`config.mk`:
```
export PLATFORM = sky130hd
export DESIGN_NAME = pop3_response_stream_parser_flat
export DESIGN_NICKNAME = d
export VERILOG_FILES = /design/src/rtl/p3rsp_pkg.sv /design/src/rtl/p3rsp_req_if.sv /design/src/rtl/p3rsp_rsp_if.sv /design/src/rtl/pop3_response_stream_parser.sv /design/src/rtl/p3rsp_step.sv /design/src/flat_wrapper.sv
export SDC_FILE = /design/constraint.sdc
export NUM_CORES = 1
export LEC_CHECK = 0
export BUFFER_PORTS_ARGS = -buffer_cell sky130_fd_sc_hd__buf_2
export CORE_MARGIN = 5
export CORE_UTILIZATION = 56
export CTS_CLUSTER_SIZE = 8
export DETAILED_ROUTE_END_ITERATION = 16
export PLACE_DENSITY = 0.79
export SYNTH_ARGS = -nofsm -noshare
export SYNTH_HDL_FRONTEND = slang
export SYNTH_SLANG_ARGS = --single-unit
```
`constraint.sdc`:
```
create_clock -name clk -period 2.8 [get_ports clk]
set_clock_uncertainty 0.2 [all_clocks]
set_input_delay 0.28 -clock clk [delete_from_list [all_inputs] [get_ports clk]]
set_output_delay 0.28 -clock clk [all_outputs]
set_load 0.01 [all_outputs]
```
`src/rtl/p3rsp_pkg.sv`:
```
// ----------------------------------------------------------------------------
// p3rsp_pkg
// Types and constants shared by the POP3 server response stream parser.
// ----------------------------------------------------------------------------
package p3rsp_pkg;

  // Parser state, one per position within a server line
  typedef enum logic [3:0] {
    ST_RESP = 4'd0,   // line start, awaiting a response
    ST_O    = 4'd1,   // saw '+', expect 'O'
    ST_K    = 4'd2,   // saw "+O", expect 'K'
    ST_E    = 4'd3,   // saw '-', expect 'E'
    ST_R1   = 4'd4,   // saw "-E", expect 'R'
    ST_R2   = 4'd5,   // saw "-ER", expect 'R'
    ST_OKSP = 4'd6,   // after "+OK", skipping blanks
    ST_EOL  = 4'd7,   // skip to end of line
    ST_LOOK = 4'd8,   // greeting line, looking for '<'
    ST_CHAL = 4'd9,   // inside the APOP challenge
    ST_BSOL = 4'd10,  // body, start of line
    ST_BMID = 4'd11,  // body, middle of line
    ST_DOT  = 4'd12,  // body line that opened with '.'
    ST_CR   = 4'd13   // ".\r" seen
  } state_t;

  // Event codes of a result
  localparam logic [2:0] EV_NONE = 3'd0;
  localparam logic [2:0] EV_OK   = 3'd1;
  localparam logic [2:0] EV_ERR  = 3'd2;
  localparam logic [2:0] EV_BODY = 3'd3;
  localparam logic [2:0] EV_EOM  = 3'd4;
  localparam logic [2:0] EV_CHAL = 3'd5;

  // Request types
  localparam logic REQ_SERVER_BYTE = 1'b0;
  localparam logic REQ_CLIENT_CMD  = 1'b1;

  // Characters of interest
  localparam logic [7:0] CH_PLUS  = 8'h2B;
  localparam logic [7:0] CH_MINUS = 8'h2D;
  localparam logic [7:0] CH_O_UC  = 8'h4F;
  localparam logic [7:0] CH_O_LC  = 8'h6F;
  localparam logic [7:0] CH_K_UC  = 8'h4B;
  localparam logic [7:0] CH_K_LC  = 8'h6B;
  localparam logic [7:0] CH_E_UC  = 8'h45;
  localparam logic [7:0] CH_E_LC  = 8'h65;
  localparam logic [7:0] CH_R_UC  = 8'h52;
  localparam logic [7:0] CH_R_LC  = 8'h72;
  localparam logic [7:0] CH_LT    = 8'h3C;
  localparam logic [7:0] CH_GT    = 8'h3E;
  localparam logic [7:0] CH_DOT   = 8'h2E;
  localparam logic [7:0] CH_LF    = 8'h0A;
  localparam logic [7:0] CH_CR    = 8'h0D;
  localparam logic [7:0] CH_SP    = 8'h20;
  localparam logic [7:0] CH_TAB   = 8'h09;
  localparam logic [7:0] CH_VT    = 8'h0B;
  localparam logic [7:0] CH_FF    = 8'h0C;

  // One result item
  typedef struct packed {
    logic [2:0] event_code;
    logic [7:0] out_byte;
    logic       challenge_last;
  } result_t;

endpackage

```
`src/rtl/p3rsp_req_if.sv`:
```
// ----------------------------------------------------------------------------
// p3rsp_req_if
// Request channel: one server byte or one client command event.
// ----------------------------------------------------------------------------
interface p3rsp_req_if;
  logic       valid;
  logic       ready;
  logic       req_type;
  logic [7:0] data_byte;

  modport source (output valid, output req_type, output data_byte, input ready);
  modport sink   (input valid, input req_type, input data_byte, output ready);
endinterface

```
`src/rtl/p3rsp_rsp_if.sv`:
```
// ----------------------------------------------------------------------------
// p3rsp_rsp_if
// Result channel: one parser event per request.
// ----------------------------------------------------------------------------
interface p3rsp_rsp_if;
  logic       valid;
  logic       ready;
  logic [2:0] event_code;
  logic [7:0] out_byte;
  logic       challenge_last;

  modport source (output valid, output event_code, output out_byte,
                  output challenge_last, input ready);
  modport sink   (input valid, input event_code, input out_byte,
                  input challenge_last, output ready);
endinterface

```
`src/rtl/pop3_response_stream_parser.sv`:
```
// ----------------------------------------------------------------------------
// pop3_response_stream_parser
// Parses the server side of a POP3 session one byte per request and reports
// status lines, body bytes, end of message and the APOP challenge.
// ----------------------------------------------------------------------------
//
//  Channel  Role   Payload                                  Per request
//  -------  -----  ---------------------------------------  ------------------
//  req      sink   req_type, data_byte                      one byte or event
//  rsp      source event_code, out_byte, challenge_last     exactly one result
//
//  Timing: a request is registered in the input register on acceptance and its
//  result in the result register as it advances; one request is taken every
//  cycle unless rsp is held. The limit is one state update through p3rsp_step.
//  Reset: rst (synchronous) returns to line start in the greeting phase and
//  empties both registers.
//  Stalls: while rsp is held, the result register keeps its item and the input
//  register can still take one more request before req.ready drops.
//
module pop3_response_stream_parser (
  input logic               clk,
  input logic               rst,
  p3rsp_req_if.sink         req,
  p3rsp_rsp_if.source       rsp
);

  // Input register
  logic               s1_valid;
  logic               s1_req_type;
  logic [7:0]         s1_data_byte;

  // Result register
  logic               s2_valid;
  p3rsp_pkg::result_t s2_res;

  // Parser state
  p3rsp_pkg::state_t  state;
  p3rsp_pkg::state_t  state_next;
  logic               command_seen;
  logic               command_seen_next;
  p3rsp_pkg::result_t step_res;

  logic               s1_advance;
  logic               req_accept;

  // Advance the registered request when the result register is free or drains
  assign s1_advance = s1_valid && (!s2_valid || rsp.ready);
  assign req.ready  = !s1_valid || s1_advance;
  assign req_accept = req.valid && req.ready;

  always_ff @(posedge clk) begin
    if (rst) begin
      s1_valid <= 1'b0;
    end else if (req.ready) begin
      s1_valid <= req.valid;
    end
  end

  always_ff @(posedge clk) begin
    if (req_accept) begin
      s1_req_type  <= req.req_type;
      s1_data_byte <= req.data_byte;
    end
  end

  p3rsp_step u_step (
    .state             (state),
    .command_seen      (command_seen),
    .req_type          (s1_req_type),
    .data_byte         (s1_data_byte),
    .state_next        (state_next),
    .command_seen_next (command_seen_next),
    .res               (step_res)
  );

  // Commit the parser state only when the request moves into the result register
  always_ff @(posedge clk) begin
    if (rst) begin
      state        <= p3rsp_pkg::ST_RESP;
      command_seen <= 1'b0;
    end else if (s1_advance) begin
      state        <= state_next;
      command_seen <= command_seen_next;
    end
  end

  always_ff @(posedge clk) begin
    if (rst) begin
      s2_valid <= 1'b0;
    end else if (s1_advance) begin
      s2_valid <= 1'b1;
    end else if (rsp.ready) begin
      s2_valid <= 1'b0;
    end
  end

  always_ff @(posedge clk) begin
    if (s1_advance) begin
      s2_res <= step_res;
    end
  end

  assign rsp.valid          = s2_valid;
  assign rsp.event_code     = s2_res.event_code;
  assign rsp.out_byte       = s2_res.out_byte;
  assign rsp.challenge_last = s2_res.challenge_last;

  // A client command yields an empty result
  a_cmd_empty: assert property (@(posedge clk) disable iff (rst)
    (s1_advance && s1_req_type == p3rsp_pkg::REQ_CLIENT_CMD) |=>
      (s2_valid && s2_res == '0))
    else $error("client command produced a non-empty result");

  // The challenge ends either on '>' or with an empty flag
  a_chal_last: assert property (@(posedge clk) disable iff (rst)
    (s2_valid && s2_res.challenge_last) |->
      ((s2_res.event_code == p3rsp_pkg::EV_CHAL && s2_res.out_byte == p3rsp_pkg::CH_GT) ||
       (s2_res.event_code == p3rsp_pkg::EV_NONE && s2_res.out_byte == 8'd0)))
    else $error("challenge_last on an unexpected result");

  // Once past the greeting, the phase never returns
  a_cmd_sticky: assert property (@(posedge clk) disable iff (rst)
    $past(command_seen) |-> command_seen)
    else $error("command_seen dropped without reset");

  // No byte accompanies an empty event or end of message
  a_zero_byte: assert property (@(posedge clk) disable iff (rst)
    (s2_valid && (s2_res.event_code == p3rsp_pkg::EV_NONE ||
                  s2_res.event_code == p3rsp_pkg::EV_EOM)) |-> (s2_res.out_byte == 8'd0))
    else $error("out_byte set without a byte event");

endmodule

```
`src/rtl/p3rsp_step.sv`:
```
// ----------------------------------------------------------------------------
// p3rsp_step
// Next-state and event logic of the parser for one registered request.
// ----------------------------------------------------------------------------
module p3rsp_step (
  input  p3rsp_pkg::state_t  state,
  input  logic               command_seen,
  input  logic               req_type,
  input  logic [7:0]         data_byte,
  output p3rsp_pkg::state_t  state_next,
  output logic               command_seen_next,
  output p3rsp_pkg::result_t res
);

  logic               is_lf;
  logic               is_o;
  logic               is_k;
  logic               is_e;
  logic               is_r;
  logic               is_blank;
  p3rsp_pkg::state_t  eol_state;
  p3rsp_pkg::state_t  mid_state;

  assign is_lf     = (data_byte == p3rsp_pkg::CH_LF);
  assign is_o      = (data_byte == p3rsp_pkg::CH_O_UC) || (data_byte == p3rsp_pkg::CH_O_LC);
  assign is_k      = (data_byte == p3rsp_pkg::CH_K_UC) || (data_byte == p3rsp_pkg::CH_K_LC);
  assign is_e      = (data_byte == p3rsp_pkg::CH_E_UC) || (data_byte == p3rsp_pkg::CH_E_LC);
  assign is_r      = (data_byte == p3rsp_pkg::CH_R_UC) || (data_byte == p3rsp_pkg::CH_R_LC);
  assign is_blank  = data_byte inside {p3rsp_pkg::CH_SP, p3rsp_pkg::CH_TAB, p3rsp_pkg::CH_VT,
                                       p3rsp_pkg::CH_FF, p3rsp_pkg::CH_CR};
  // A byte that breaks a status match: newline goes straight back to line start
  assign eol_state = is_lf ? p3rsp_pkg::ST_RESP : p3rsp_pkg::ST_EOL;
  assign mid_state = is_lf ? p3rsp_pkg::ST_BSOL : p3rsp_pkg::ST_BMID;

  always_comb begin
    state_next        = state;
    command_seen_next = command_seen;
    res               = '0;
    if (req_type == p3rsp_pkg::REQ_CLIENT_CMD) begin
      command_seen_next = 1'b1;
    end else begin
      case (state)
        p3rsp_pkg::ST_O: begin
          state_next = is_o ? p3rsp_pkg::ST_K : eol_state;
        end
        p3rsp_pkg::ST_K: begin
          if (is_k) begin
            res.event_code = p3rsp_pkg::EV_OK;
            res.out_byte   = data_byte;
            state_next     = p3rsp_pkg::ST_OKSP;
          end else begin
            state_next = eol_state;
          end
        end
        p3rsp_pkg::ST_E: begin
          state_next = is_e ? p3rsp_pkg::ST_R1 : eol_state;
        end
        p3rsp_pkg::ST_R1: begin
          state_next = is_r ? p3rsp_pkg::ST_R2 : eol_state;
        end
        p3rsp_pkg::ST_R2: begin
          if (is_r) begin
            res.event_code = p3rsp_pkg::EV_ERR;
            res.out_byte   = data_byte;
            state_next     = p3rsp_pkg::ST_EOL;
          end else begin
            state_next = eol_state;
          end
        end
        p3rsp_pkg::ST_OKSP: begin
          if (is_blank) begin
            state_next = state;
          end else if (command_seen) begin
            state_next = eol_state;
          end else if (data_byte == p3rsp_pkg::CH_LT) begin
            res.event_code = p3rsp_pkg::EV_CHAL;
            res.out_byte   = data_byte;
            state_next     = p3rsp_pkg::ST_CHAL;
          end else begin
            state_next = is_lf ? p3rsp_pkg::ST_RESP : p3rsp_pkg::ST_LOOK;
          end
        end
        p3rsp_pkg::ST_EOL: begin
          state_next = eol_state;
        end
        p3rsp_pkg::ST_LOOK: begin
          if (data_byte == p3rsp_pkg::CH_LT) begin
            res.event_code = p3rsp_pkg::EV_CHAL;
            res.out_byte   = data_byte;
            state_next     = p3rsp_pkg::ST_CHAL;
          end else if (is_lf) begin
            state_next = p3rsp_pkg::ST_RESP;
          end
        end
        p3rsp_pkg::ST_CHAL: begin
          if (is_lf) begin
            // Capture cut short: flag the end with no byte
            res.challenge_last = 1'b1;
            command_seen_next  = 1'b1;
            state_next         = p3rsp_pkg::ST_RESP;
          end else if (data_byte == p3rsp_pkg::CH_GT) begin
            res.event_code     = p3rsp_pkg::EV_CHAL;
            res.out_byte       = data_byte;
            res.challenge_last = 1'b1;
            command_seen_next  = 1'b1;
            state_next         = p3rsp_pkg::ST_EOL;
          end else begin
            res.event_code = p3rsp_pkg::EV_CHAL;
            res.out_byte   = data_byte;
          end
        end
        p3rsp_pkg::ST_BMID: begin
          res.event_code = p3rsp_pkg::EV_BODY;
          res.out_byte   = data_byte;
          state_next     = mid_state;
        end
        p3rsp_pkg::ST_DOT, p3rsp_pkg::ST_CR: begin
          if (is_lf) begin
            res.event_code = p3rsp_pkg::EV_EOM;
            state_next     = p3rsp_pkg::ST_RESP;
          end else if (state == p3rsp_pkg::ST_DOT && data_byte == p3rsp_pkg::CH_CR) begin
            state_next = p3rsp_pkg::ST_CR;
          end else begin
            res.event_code = p3rsp_pkg::EV_BODY;
            res.out_byte   = data_byte;
            state_next     = mid_state;
          end
        end
        default: begin
          // Line start; body start of line shares the dot and body handling
          if (state != p3rsp_pkg::ST_BSOL && data_byte == p3rsp_pkg::CH_PLUS) begin
            state_next = p3rsp_pkg::ST_O;
          end else if (state != p3rsp_pkg::ST_BSOL && data_byte == p3rsp_pkg::CH_MINUS) begin
            state_next = p3rsp_pkg::ST_E;
          end else if (data_byte == p3rsp_pkg::CH_DOT) begin
            state_next = p3rsp_pkg::ST_DOT;
          end else begin
            res.event_code = p3rsp_pkg::EV_BODY;
            res.out_byte   = data_byte;
            state_next     = mid_state;
          end
        end
      endcase
    end
  end

endmodule

```
`src/flat_wrapper.sv`:
```
// flat-port wrapper written by rule: the top's interface ports become plain ports
module pop3_response_stream_parser_flat 
  (clk, rst, req_valid, req_req_type, req_data_byte, req_ready, rsp_valid, rsp_event_code, rsp_out_byte, rsp_challenge_last, rsp_ready);
  p3rsp_req_if req_i ();
  p3rsp_rsp_if rsp_i ();
  input logic clk;
  input logic rst;
  input wire logic [$bits(req_i.valid)-1:0] req_valid;
  input wire logic [$bits(req_i.req_type)-1:0] req_req_type;
  input wire logic [$bits(req_i.data_byte)-1:0] req_data_byte;
  output wire logic [$bits(req_i.ready)-1:0] req_ready;
  output wire logic [$bits(rsp_i.valid)-1:0] rsp_valid;
  output wire logic [$bits(rsp_i.event_code)-1:0] rsp_event_code;
  output wire logic [$bits(rsp_i.out_byte)-1:0] rsp_out_byte;
  output wire logic [$bits(rsp_i.challenge_last)-1:0] rsp_challenge_last;
  input wire logic [$bits(rsp_i.ready)-1:0] rsp_ready;
  assign req_i.valid = req_valid;
  assign req_i.req_type = req_req_type;
  assign req_i.data_byte = req_data_byte;
  assign req_ready = req_i.ready;
  assign rsp_valid = rsp_i.valid;
  assign rsp_event_code = rsp_i.event_code;
  assign rsp_out_byte = rsp_i.out_byte;
  assign rsp_challenge_last = rsp_i.challenge_last;
  assign rsp_i.ready = rsp_ready;
  pop3_response_stream_parser u_core (.clk(clk), .rst(rst), .req(req_i), .rsp(rsp_i));
endmodule
```
==> Yosys cells after proc, flatten, opt, wreduce, memory -nomap -nowiden <==
Cells that the tools add are included.
{ "word_totals": {"regBits": 28, "output_inout_bits": 14, "wordCells": 110} }
{ "op_classes": {"n_eq_ne": 35, "mux": 42, "bitwise_logic": 2, "reduce_logical": 22} }
{ "ops": {"columns": ["operator", "n"], "rows": [
  ["11-bit case mux with 8 select lines", 1],
  ["8-bit by 7-bit == test with 1-bit output, second input constant", 8],
  ["10-bit 2-to-1 mux", 5],
  ["8-bit by 6-bit == test with 1-bit output, second input constant", 6],
  ["11-bit 2-to-1 mux", 4],
  ["4-bit 2-to-1 mux", 11],
  ["4-bit case mux with 11 select lines", 1],
  ["8-bit by 4-bit == test with 1-bit output, second input constant", 5],
  ["3-bit 2-to-1 mux", 9],
  ["4-bit == test, second input constant", 5],
  ["4-bit by 3-bit == test with 1-bit output, second input constant", 4],
  ["1-bit 2-to-1 mux", 9],
  ["9-bit 2-to-1 mux", 1],
  ["4-bit by 2-bit == test with 1-bit output, second input constant", 2],
  ["8-bit 2-to-1 mux", 1],
  ["1-bit logical OR", 6],
  ["3-bit != test, second input constant", 2],
  ["1-bit logical AND", 5],
  ["5-bit AND reduction", 1],
  ["5-bit nonzero test", 1],
  ["4-bit by 1-bit == test with 1-bit output, second input constant", 1],
  ["4-bit != test, second input constant", 1],
  ["2-bit nonzero test", 2],
  ["2-bit OR reduction", 2],
  ["other kinds (6)", 8]
]} }

==> Longest topological paths before layout <==
Gate-level depths: netlist of the first run.
{ "logic_depth": {"depth_word": 6, "ltp_mapped": 8, "mapped_depth_nobuf": 6} }

==> Cells and area by module <==
A second synthesis of the first run with hierarchy kept.
{ "hier_totals": {"hier_cells": 194, "area_unflattened_um2": 1920.6} }
{ "by_module_without_submodules": {"columns": ["mod", "instances", "cells_each", "area_each_um2"], "rows": [
  ["p3rsp_step", 1, 141, 974.7],
  ["pop3_response_stream_parser", 1, 53, 945.9]
]} }

==> Worst setup path before layout of the first run <==
Ideal clock, no wire load.
{ "synth_path": {"kind": "reg-to-reg", "start": "register u_core.s2_valid, in the netlist u_core.rsp.valid", "end": "register u_core.state[3]", "setup_time_ns": 0.117, "arrival_time_ns": 1.830, "required_time_ns": 2.483, "slack_ns": 0.652, "path_stages_with_launch": 7, "n_path_buf": 1, "cell_sequence": "dfxtp_1 -> nor2b_1 -> nor2b_1 -> and4b_1 -> buf_6 -> o21ai_1 -> a32o_1"} }
{ "synth_between": {"elab_chain_cells": 4} }
{ "synth_lines": {"columns": ["item", "line", "text"], "rows": [
  ["from (decl)", "pop3_response_stream_parser.sv:33", "logic s2_valid;"],
  ["from (signal assigned)", "pop3_response_stream_parser.sv:89", "s2_valid <= 1'b0;"],
  ["from (signal assigned)", "pop3_response_stream_parser.sv:91", "s2_valid <= 1'b1;"],
  ["from (signal assigned)", "pop3_response_stream_parser.sv:93", "s2_valid <= 1'b0;"],
  ["1-bit logical NOT", "pop3_response_stream_parser.sv:47", "assign s1_advance = s1_valid && (!s2_valid || rsp.ready);"],
  ["1-bit logical OR", "pop3_response_stream_parser.sv:47", null],
  ["1-bit logical AND", "pop3_response_stream_parser.sv:47", null],
  ["named net u_core.s1_advance", "pop3_response_stream_parser.sv:43", "logic s1_advance;"],
  ["5-bit AND reduction (no source line)", null, null],
  ["to (signal assigned)", "pop3_response_stream_parser.sv:79", "state <= p3rsp_pkg::ST_RESP;"],
  ["to (signal assigned)", "pop3_response_stream_parser.sv:82", "state <= state_next;"],
  ["to (decl)", "pop3_response_stream_parser.sv:37", "p3rsp_pkg::state_t state;"]
]} }
The timed path passes the listed nets, and every way through them passes these cells.
A chain may end at the register's enable or synchronous reset.

==> Worst setup path in the final report of the first run <==
{ "layout_path": {"start": "register u_core.state[1]", "end": "register u_core.s2_res, in the netlist u_core.rsp.out_byte[3], data pin"} }
{ "layout_between": {"elab_chain_cells": 5, "word_cells_on_any_way": 23} }
{ "layout_lines": {"columns": ["item", "line", "text"], "rows": [
  ["4-bit != test / 4-bit == test (equally long branches)", null, null],
  ["1-bit logical AND, on equally long branches", "p3rsp_step.sv:133, p3rsp_step.sv:121", null],
  ["10-bit 2-to-1 mux, on equally long branches", "p3rsp_step.sv:133, p3rsp_step.sv:121", null],
  ["10-bit 2-to-1 mux / 8-bit 2-to-1 mux (equally long branches)", "p3rsp_step.sv:131, p3rsp_step.sv:118", null],
  ["11-bit case mux with 8 select lines (*)", "p3rsp_step.sv:42", "case (state)"],
  ["to (signal assigned)", "pop3_response_stream_parser.sv:99", "s2_res <= step_res;"],
  ["to (decl)", "pop3_response_stream_parser.sv:34", "p3rsp_pkg::result_t s2_res;"]
]} }
Every way passes the cells marked *; elsewhere a longest branch is shown, timed or not.

==> flow_summary.json, run 1 <==
{
  "outcome": "completed",
  "hp-class": "in -> reg",
  "viasPerCell": 6.353,
  "crit-reg2reg-launch": "u_core.state[1]$_SDFFE_PP0P_",
  "start_kind": "flip-flop",
  "drv_slew": 0,
  "ant_nets": 0,
  "yosysMostFrequentCell": "edfxtp_1",
  "clockBufferDepth": 2,
  "first_global_vias": 1471,
  "path_delay_family": "compound AO/OA/AOI/OAI gates",
  "synthToLayoutAreaGrowth_pct": 15.47,
  "synth_largest_area_cell": "edfxtp_1",
  "drive_gt1_share_pct": 20.38,
  "worst_slack_ns": 0.2109,
  "clockRootBuffer": "clkbuf_4",
  "synthArstFlopShare_pct": 0,
  "grt_pass1_wl_microns": 7134,
  "netlist-cell-type-count": 54,
  "synth_flop_cell": "edfxtp_1",
  "maxSlewHeadroom_pct": 61.93,
  "utilization_pct": 67.23,
  "powerDensity_nw_per_um2": 466.6,
  "postCtsResizedCells": 0,
  "antenna_found_initial": 0,
  "dieArea_sq_um": 4371,
  "coreArea_sq_um": 3028,
  "cap_viol_max_count": 0,
  "grt-ovfl-total": 0,
  "power_leakage_nw": 0.7318,
  "synth-seq-area-share_pct": 43.72,
  "finalHoldViolCount": 0,
  "dieWidth_microns": 66.11,
  "drt_first_iter_violations": 211,
  "synth_area_per_cell_sq_um": 9.634,
  "hold_start": "rst",
  "max_freq_mhz": 386.2,
  "place_ws_ns": 0.3045,
  "clk_transition_reported_paths_ns": 0.15,
  "cts.sinks": 28,
  "arrival_ns": 2.51,
  "ir_drop_v": 0.0003315,
  "antennaDiodeCount": 0,
  "post-route-period-util_pct": 92.47,
  "port-buffer-count": 26,
  "worst-path-buf-inv": 0,
  "routed_wl_microns": 4257,
  "clkLatencyLatePin_ns": 0.34,
  "tns_ns": 0,
  "avgRoutedWirePerCell_microns": 16.69,
  "cp_common_cell": "nor3b_1",
  "initial_utilization_pct": 58.22,
  "crit_fanout": 19,
  "place.gp.congestion": 0.9543,
  "synthesis.area_sq_um": 1763,
  "cp-end-kind": "flip-flop",
  "cp.required_ns": 2.72,
  "synthesis.nets": 196,
  "worstMarginPinSlew_ns": 0.5703,
  "grt_max_degree": 20,
  "cts_tree": "built",
  "dpl_cell_area_sq_um": 1883,
  "dp_hpwl_microns": 3062,
  "cts-htree-levels": 1,
  "crit_path_cell_trace": "nor3b_1 > o2111ai_1 > o21ai_0 > nor3b_1 > o21ai_1 > and2_1",
  "rsz0062_at_grt": "false",
  "fin_area_sq_um": 2036,
  "crit_type": "reg -> reg",
  "track_usage_pct": 21.24,
  "num_vias": 1620,
  "synth_top_cell_area_share_pct": 35.77,
  "synth_common_cells": "21 x edfxtp_1, 18 x nor2_1, 10 x a21oi_1, 10 x nand2_1, 9 x o21ai_0",
  "ys.warnings.count": 0,
  "pin_count": 27,
  "worstSetupStartpoint": "u_core.state[1]$_SDFFE_PP0P_",
  "rows": 20,
  "ys_top_cells_by_area": "edfxtp_1 36%, dfxtp_1 7.9%, nor2_1 3.8%, a21oi_1 2.8%, o21ai_0 2.6%",
  "finalNetCount": 225,
  "netlist_instances": 183,
  "synth_edf_count": 21,
  "ys_ff_latch": 28,
  "setup_viol": 0,
  "die_y_microns": 66.11,
  "numCtsBuffers": 3,
  "slowest_delay_ns": 0.71,
  "slowest_stage": "dfxtp_1",
  "fin_crit_ns": 2.589,
  "drt_first_pass_iters": 5,
  "drc": 0
}
==> power by group <==
part           switching [mW]  internal, mW
logic                  0.0930        0.0803
registers              0.0340         0.474
clock network           0.124         0.145
==> area by class of cell <==
cell class / count / area, sq um
Inverter: 3 / 11.26
Timing Repair Buffer: 39 / 252.7
Clock inverter: 1 / 30.03
Sequential cell: 28 / 770.7
Tap cell: 44 / 55.05
Multi-Input combinational cell: 137 / 893.4
Clock buffer: 3 / 22.52
Fill cell: 230 / 992.2
==> per-layer routing <==
layer	vias up	share of wire (%)	wire (microns)	track usage, %
li1	755	-	-	-
met1	726	39	1672	27.50
met2	120	48	2027	33.95
met3	19	9.7	415	3.401
met4	0	3.3	141	10.91
met5	-	0	0	0
==> registers in the layout, indices dropped and copies added, names as in the netlist <==
signal and flops:
u_core.rsp.out_byte 8, u_core.s1_data_byte 8, u_core.state 4, u_core.rsp.event_code 3, u_core.command_seen 1, u_core.rsp.challenge_last 1
u_core.rsp.valid 1, u_core.s1_req_type 1, u_core.s1_valid 1
==> cell usage in the layout (no fill, tap or decap), drive strengths merged, types with 6 or more instances in the layout <==
master / n
nor2: 19
nor2b: 6
o21ai: 11
buf: 29
dlygate4sd3: 10
edfxtp: 21
nor3: 9
a31oi: 6
a21oi: 10
dfxtp: 7
nand2: 10
==> logic make-up (layout without fill, tap and decap cells) <==
group | after synthesis | after routing | synth area share, %
compound gates | 55 | 55 | 21.93
xor+xnor | 2 | 2 | 0.9938
buf+inv | 18 | 46 | 5.607
simple gates | 80 | 80 | 27.75
flops | 28 | 28 | 43.72
==> metrics by stage <==
stage                     total power [mW]  cells  hold WS [ns]
after CTS                           0.9508    255      0.008142
after global placement              0.6758    241        0.2571
final                               0.9498    255       0.02157
after floorplan                     0.6302    183        0.1789
after detailed placement            0.6742    241        0.2581
after global routing                0.9970    255       0.01235
==> repair_timing <==
item | in CTS | in global routing
hold endpoints to repair | 10 | 0
setup buffers | 0 | 0
hold buffers | 10 | 0
==> path summary, 6_finish.rpt <==
| kind | to | slack, ns | depth (start not counted) |
|---|---|---|---|
| worst max-delay path | u_core.rsp.out_byte[3]$_SDFFCE_PP0P_ | 0.21 | 6 |
| worst min-delay path | u_core.state[0]$_SDFFE_PP0P_ | 0.02 | 2 |
| worst min register to register | u_core.rsp.valid$_SDFFE_PP0P_ | 0.33 | 2 |
| worst max register to register | u_core.rsp.out_byte[3]$_SDFFCE_PP0P_ | 0.21 | 6 |
Note: power is estimated with default switching activity, not from simulation.
==> run 2: changes to the inputs <==
==> constraint.sdc (replaced) <==
create_clock -name clk -period 2.8 [get_ports clk]
set_clock_uncertainty 0.2 [all_clocks]
set_input_delay 0.56 -clock clk [delete_from_list [all_inputs] [get_ports clk]]
set_output_delay 0.56 -clock clk [all_outputs]
set_load 0.01 [all_outputs]
==> run 2 against run 1 <==
Net effect:
- sequential share of layout area is 1.7 points higher
- first-iteration DRC count up 30%
- via count is 3.2% lower
- clock-buffer cell count unchanged
- critical path depth stayed put
- clock power about the same
- worst hold slack better by 0.16 ns
- register-to-register slack better by 0.02 ns
- non-clock buffer count down 8
- maximum frequency up 0.78%
- sequential power about the same
- worst setup slack improved by 0.020 ns
- largest cell class unchanged
==> flow_summary.json, run 2 (synthesis gave the netlist of run 1 again) <==
{
  "ant_nets": 0,
  "cp.required_ns": 2.80,
  "power_leakage_nw": 0.6995,
  "internal_power_mw": 0.6909,
  "numCtsBuffers": 3,
  "placed_cells": 243,
  "grt_pass1_wl_microns": 7279,
  "rsz0062_at_grt": "false",
  "pin_count": 27,
  "crit_type": "reg -> reg",
  "reg2reg_depth": 6,
  "regArea_sq_um": 770.7,
  "arrival_ns": 2.57,
  "fillers": 252,
  "drc": 0,
  "dpl_cell_area_sq_um": 1898,
  "first_global_vias": 1471,
  "crit_fanout": 19,
  "viasPerCell": 6.348,
  "clockPowerShare_pct": 28.4,
  "die_y_microns": 66.11,
  "antenna_found_initial": 0,
  "finalHoldViolCount": 0,
  "clockBufferDepth": 2,
  "comb_power_share_pct": 17.6,
  "ir_drop_v": 0.0003264,
  "rows": 20,
  "dp_hpwl_microns": 3238,
  "cts_hold_buf": 0,
  "clkLatencyLatePin_ns": 0.34,
  "p_switching_mw": 0.2477,
  "tns_ns": 0,
  "worstMarginPinSlew_ns": 0.5965,
  "post-route-period-util_pct": 91.75,
  "final_cell_mix": "26 x buf_2, 21 x edfxtp_1, 18 x nor2_1",
  "drt_first_pass_iters": 4,
  "coreArea_sq_um": 3028,
  "multi_input_area_sq_um": 893.4,
  "total_power_mw": 0.9386,
  "grt_max_degree": 20,
  "min_path_cells": 1,
  "cts-htree-levels": 1,
  "max_freq_mhz": 389.3,
  "initial_utilization_pct": 58.22,
  "grt-ovfl-total": 0,
  "finalNetCount": 217,
  "num_vias": 1568,
  "cp-end-kind": "flip-flop",
  "drive_gt1_share_pct": 22.17,
  "powerDensity_nw_per_um2": 481.2,
  "drt_first_iter_violations": 274,
  "routed_wl_microns": 4367,
  "slowest_delay_ns": 0.73,
  "pwr-share-seq_pct": 54.0,
  "cts.sinks": 28,
  "clockRootBuffer": "clkbuf_4",
  "track_usage_pct": 22.01,
  "drv_slew": 0,
  "crit_path_cell_trace": "nor3_1 > a21oi_1 > a2bb2oi_1 > nor3_2 > a211oi_1 > o31a_1",
  "outcome": "completed",
  "postCtsResizedCells": 0,
  "slowest_stage": "dfxtp_1",
  "place.gp.congestion": 1.024,
  "avgRoutedWirePerCell_microns": 17.68,
  "port-buffer-count": 26,
  "hp-class": "in -> reg",
  "cts_tree": "built",
  "dieArea_sq_um": 4371,
  "antennaDiodeCount": 0,
  "stdcell_count": 247,
  "fin_crit_ns": 2.569,
  "post-cts-setup-buffers": 0,
  "setup_viol": 0,
  "fin_area_sq_um": 1951,
  "maxSlewHeadroom_pct": 60.18,
  "dieWidth_microns": 66.11,
  "synthToLayoutAreaGrowth_pct": 10.65,
  "final_common_cell": "buf_2",
  "cap_viol_max_count": 0,
  "utilization_pct": 64.42,
  "start_kind": "flip-flop",
  "switching_share_pct": 26.39,
  "clk_transition_reported_paths_ns": 0.15
}
-- run 2: cell types whose count changed in the layout (fill, tap and decap cells not counted), sizes merged --
cell,delta
dlygate4sd3,-10
buf,+2
-- run 2: stage by stage --
stage	hold WS, ns	setup slack, ns
finish	0.1802	0.2310
global route	0.1518	0.1073
CTS	0.1707	0.3310
detailed placement	0.3176	0.3773
global placement	0.2981	0.3518
floorplan	0.2778	0.5177
-- run 2: path summary, 6_finish.rpt --
| kind | from | endpoint | slack (ns) |
|---|---|---|---|
| max | u_core.state[1]$_SDFFE_PP0P_ | u_core.rsp.out_byte[5]$_SDFFCE_PP0P_ | 0.23 |
| min | req_req_type | u_core.s1_req_type$_DFFE_PP_ | 0.18 |
| max reg2reg | u_core.state[1]$_SDFFE_PP0P_ | u_core.rsp.out_byte[5]$_SDFFCE_PP0P_ | 0.23 |
| min reg2reg | u_core.s1_valid$_SDFFE_PP0N_ | u_core.rsp.valid$_SDFFE_PP0P_ | 0.33 |
-- run 2: worst max-delay path: cells and delay by family (launching register included) --
family | cells | cell delay [ns]
AOI/OAI and AO/OA | 4 | 1.21
DFF | 1 | 0.73
and+or+nand+nor | 2 | 0.27
-- run 2: cell type report --
type,count,area share (%)
Multi-Input combinational cell,137,45.80
Sequential cell,28,39.51
Tap cell,44,2.822
Clock inverter,1,1.539
Inverter,3,0.5773
Timing Repair Buffer,31,8.595
Clock buffer,3,1.155
-- run 2: power by group through the flow --
stage | logic (mW) | registers [mW] | clock network [mW]
after detailed placement | 0.162 | 0.515 | 0
after global routing | 0.182 | 0.510 | 0.294
after floorplan | 0.130 | 0.500 | 0
after CTS | 0.163 | 0.506 | 0.272
final | 0.165 | 0.507 | 0.267
after global placement | 0.162 | 0.515 | 0
-- run 2: per-layer routing --
layer	up-vias	wire (microns)	global-route usage, %	part of all wire [%]
li1	740	-	-	-
met3	25	448	4.082	10
met4	0	198	12.18	4.5
met1	685	1722	27.88	39
met5	-	0	0	0
met2	118	1997	35.07	46
==> run 3: changes to the inputs <==
--- a/config.mk
+++ b/config.mk
@@ -6,10 +6,11 @@
 export NUM_CORES = 1
 export LEC_CHECK = 0
+export ABC_AREA = 1
 export BUFFER_PORTS_ARGS = -buffer_cell sky130_fd_sc_hd__buf_2
 export CORE_MARGIN = 5
-export CORE_UTILIZATION = 56
+export CORE_UTILIZATION = 57
 export CTS_CLUSTER_SIZE = 8
 export DETAILED_ROUTE_END_ITERATION = 16
-export PLACE_DENSITY = 0.79
+export PLACE_DENSITY = 0.8
 export SYNTH_ARGS = -nofsm -noshare
 export SYNTH_HDL_FRONTEND = slang
==> constraint.sdc (replaced) <==
create_clock -name clk -period 2.8 [get_ports clk]
set_clock_uncertainty 0.2 [all_clocks]
set_input_delay 0.56 -clock clk [delete_from_list [all_inputs] [get_ports clk]]
set_output_delay 0.56 -clock clk [all_outputs]
set_load 0.05 [all_outputs]
==> run 3 against run 2 <==
Net effect:
- wire length is 11% lower
- worst setup slack better by 0.50 ns
- maximum frequency is 24% higher
- clock power is 2% lower
- cell area is 5.8% higher
- die area is 2.2% higher
- largest cell class unchanged
- highest routed layer unchanged
==> flow_summary.json, run 3 <==
{
  "synth_largest_area_cell": "edfxtp_1",
  "grt-ovfl-total": 0,
  "netlist-cell-type-count": 26,
  "drt_first_iter_violations": 113,
  "cts_tree": "built",
  "final_common_cell": "nand2_1",
  "stdcell_count": 326,
  "postCtsResizedCells": 0,
  "clkLatencyLatePin_ns": 0.33,
  "ys_top_cells_by_area": "edfxtp_1 34%, nand2_1 13%, nor2_1 9.6%, dfxtp_1 7.6%, nand3_1 5.7%",
  "synth_common_cells": "63 x nand2_1, 47 x nor2_1, 22 x inv_1, 21 x edfxtp_1, 21 x nand3_1",
  "viasPerCell": 5.236,
  "antennaDiodeCount": 0,
  "place_ws_ns": 0.7563,
  "antenna_found_initial": 0,
  "clockBufferDepth": 2,
  "num_vias": 1707,
  "ir_drop_v": 0.0003513,
  "synthesis.area_sq_um": 1842,
  "fin_crit_ns": 2.073,
  "maxSlewHeadroom_pct": 66.82,
  "crit_type": "reg -> reg",
  "first_global_vias": 1529,
  "finalHoldViolCount": 0,
  "initial_utilization_pct": 59.84,
  "dieWidth_microns": 66.85,
  "coreArea_sq_um": 3078,
  "synth_top_cell_area_share_pct": 34.24,
  "port-buffer-count": 26,
  "ys_ff_latch": 28,
  "outcome": "completed",
  "max_freq_mhz": 482.4,
  "final_cell_mix": "63 x nand2_1, 47 x nor2_1, 26 x buf_2",
  "grt_pass1_wl_microns": 6630,
  "setup_viol": 0,
  "rows": 20,
  "synth_flop_cell": "edfxtp_1",
  "start_kind": "flip-flop",
  "timing.hold.ws_ns": 0.1911,
  "post-cts-setup-buffers": 0,
  "clockRootBuffer": "clkbuf_4",
  "powerDensity_nw_per_um2": 462.7,
  "synthToLayoutAreaGrowth_pct": 12.09,
  "grt_max_degree": 20,
  "dieArea_sq_um": 4468,
  "cts.sinks": 28,
  "tns_ns": 0,
  "cp-end-kind": "flip-flop",
  "placed_cells": 322,
  "dp_hpwl_microns": 3156,
  "die_y_microns": 66.85,
  "numCtsBuffers": 3,
  "post-route-period-util_pct": 74.03,
  "netlist_instances": 254,
  "synthArstFlopShare_pct": 0,
  "cap_viol_max_count": 0,
  "drt_first_pass_iters": 5,
  "avgRoutedWirePerCell_microns": 11.94,
  "track_usage_pct": 19.69,
  "ant_nets": 0,
  "drv_slew": 0,
  "place.gp.congestion": 1.010,
  "hp-class": "in -> reg",
  "worst_slack_ns": 0.7271,
  "power_leakage_nw": 1.019,
  "clk_transition_reported_paths_ns": 0.15,
  "synth_area_per_cell_sq_um": 7.251,
  "pin_count": 27,
  "cp.required_ns": 2.71,
  "routed_wl_microns": 3893,
  "crit_fanout": 19,
  "ys.warnings.count": 0,
  "synth-seq-area-share_pct": 41.85,
  "drive_gt1_share_pct": 25.89,
  "worstMarginPinSlew_ns": 0.4939,
  "arrival_ns": 1.98,
  "cts-htree-levels": 1,
  "yosysMostFrequentCell": "nand2_1",
  "cts_hold_buf": 0,
  "rsz0062_at_grt": "false",
  "synthesis.nets": 267,
  "finalNetCount": 296,
  "synth_edf_count": 21,
  "drc": 0
}
==> run 3: cell count changes in the layout (fill, tap and decap cells not counted), sizes merged, moves of 5 or more <==
| cell | delta |
|---|---|
| inv | +34 |
| nor2 | +37 |
| nor2b | -6 |
| nor3b | -5 |
| nor3 | -5 |
| buf | -5 |
| nand2 | +65 |
| nand3 | +18 |
| a211oi | -5 |
| a31oi | -6 |
==> run 3: cell families after synthesis <==
logic type             count (synthesis)  synth area share (%)
AND/OR/NAND/NOR                      162                 42.32
buffers and inverters                 39                 8.356
AO/OA/AOI/OAI                         25                 7.473
flip-flops                            28                 41.85
==> run 3: final timing paths <==
check / startpoint / end / slack (ns) / cells after the start
worst min register to register: u_core.command_seen$_SDFFE_PP0P_ / u_core.command_seen$_SDFFE_PP0P_ / 0.32 / 1
worst min-delay path: req_data_byte[3] / u_core.s1_data_byte[3]$_DFFE_PP_ / 0.19 / 1
worst max-delay path: u_core.s1_data_byte[0]$_DFFE_PP_ / u_core.rsp.out_byte[6]$_SDFFCE_PP0P_ / 0.73 / 12
worst max register to register: u_core.s1_data_byte[0]$_DFFE_PP_ / u_core.rsp.out_byte[6]$_SDFFCE_PP0P_ / 0.73 / 12
==> run 3: worst max-delay path: stages, from the launching register on <==
cell      delay [ns]
edfxtp_1        0.51
inv_1           0.13
nand2_2         0.08
nor2_2          0.16
nand2_4         0.15
nand2_2         0.11
nand2_2         0.06
nand2_4         0.09
nand2_4         0.07
nor2_4          0.10
inv_2           0.05
a21oi_2         0.10
nor2_1          0.04
==> run 3: where the power goes <==
part	internal [mW]	switching, mW
logic	0.0578	0.141
registers	0.474	0.0209
clock network	0.145	0.117
==> run 3: routing by layer <==
layer	wire length (microns)	share of wire, %	track usage, %	up-vias
met5	0	0	0	-
met4	138	3.5	10.66	0
met3	335	8.6	3.879	17
met2	1635	42	29.21	78
met1	1783	46	26.78	739
li1	-	-	-	873
==> run 3: layout make-up <==
class                           instances  area, sq um
Clock buffer                            3        22.52
Clock inverter                          1        30.03
Fill cell                             281         1013
Inverter                               37        138.9
Multi-Input combinational cell        187        917.1
Sequential cell                        28        770.7
Tap cell                               44        55.05
Timing Repair Buffer                   26        130.1
==> run 3: metrics by stage <==
step	total power, mW	util (%)	instance area, sq um
4_1_cts	0.9603	67.07	2064
2_1_floorplan	0.6530	-	1842
6_report	0.9553	67.07	2064
5_1_grt	1.015	67.07	2064
3_3_place_gp	0.6993	65.37	2012
3_5_place_dp	0.7002	65.37	2012
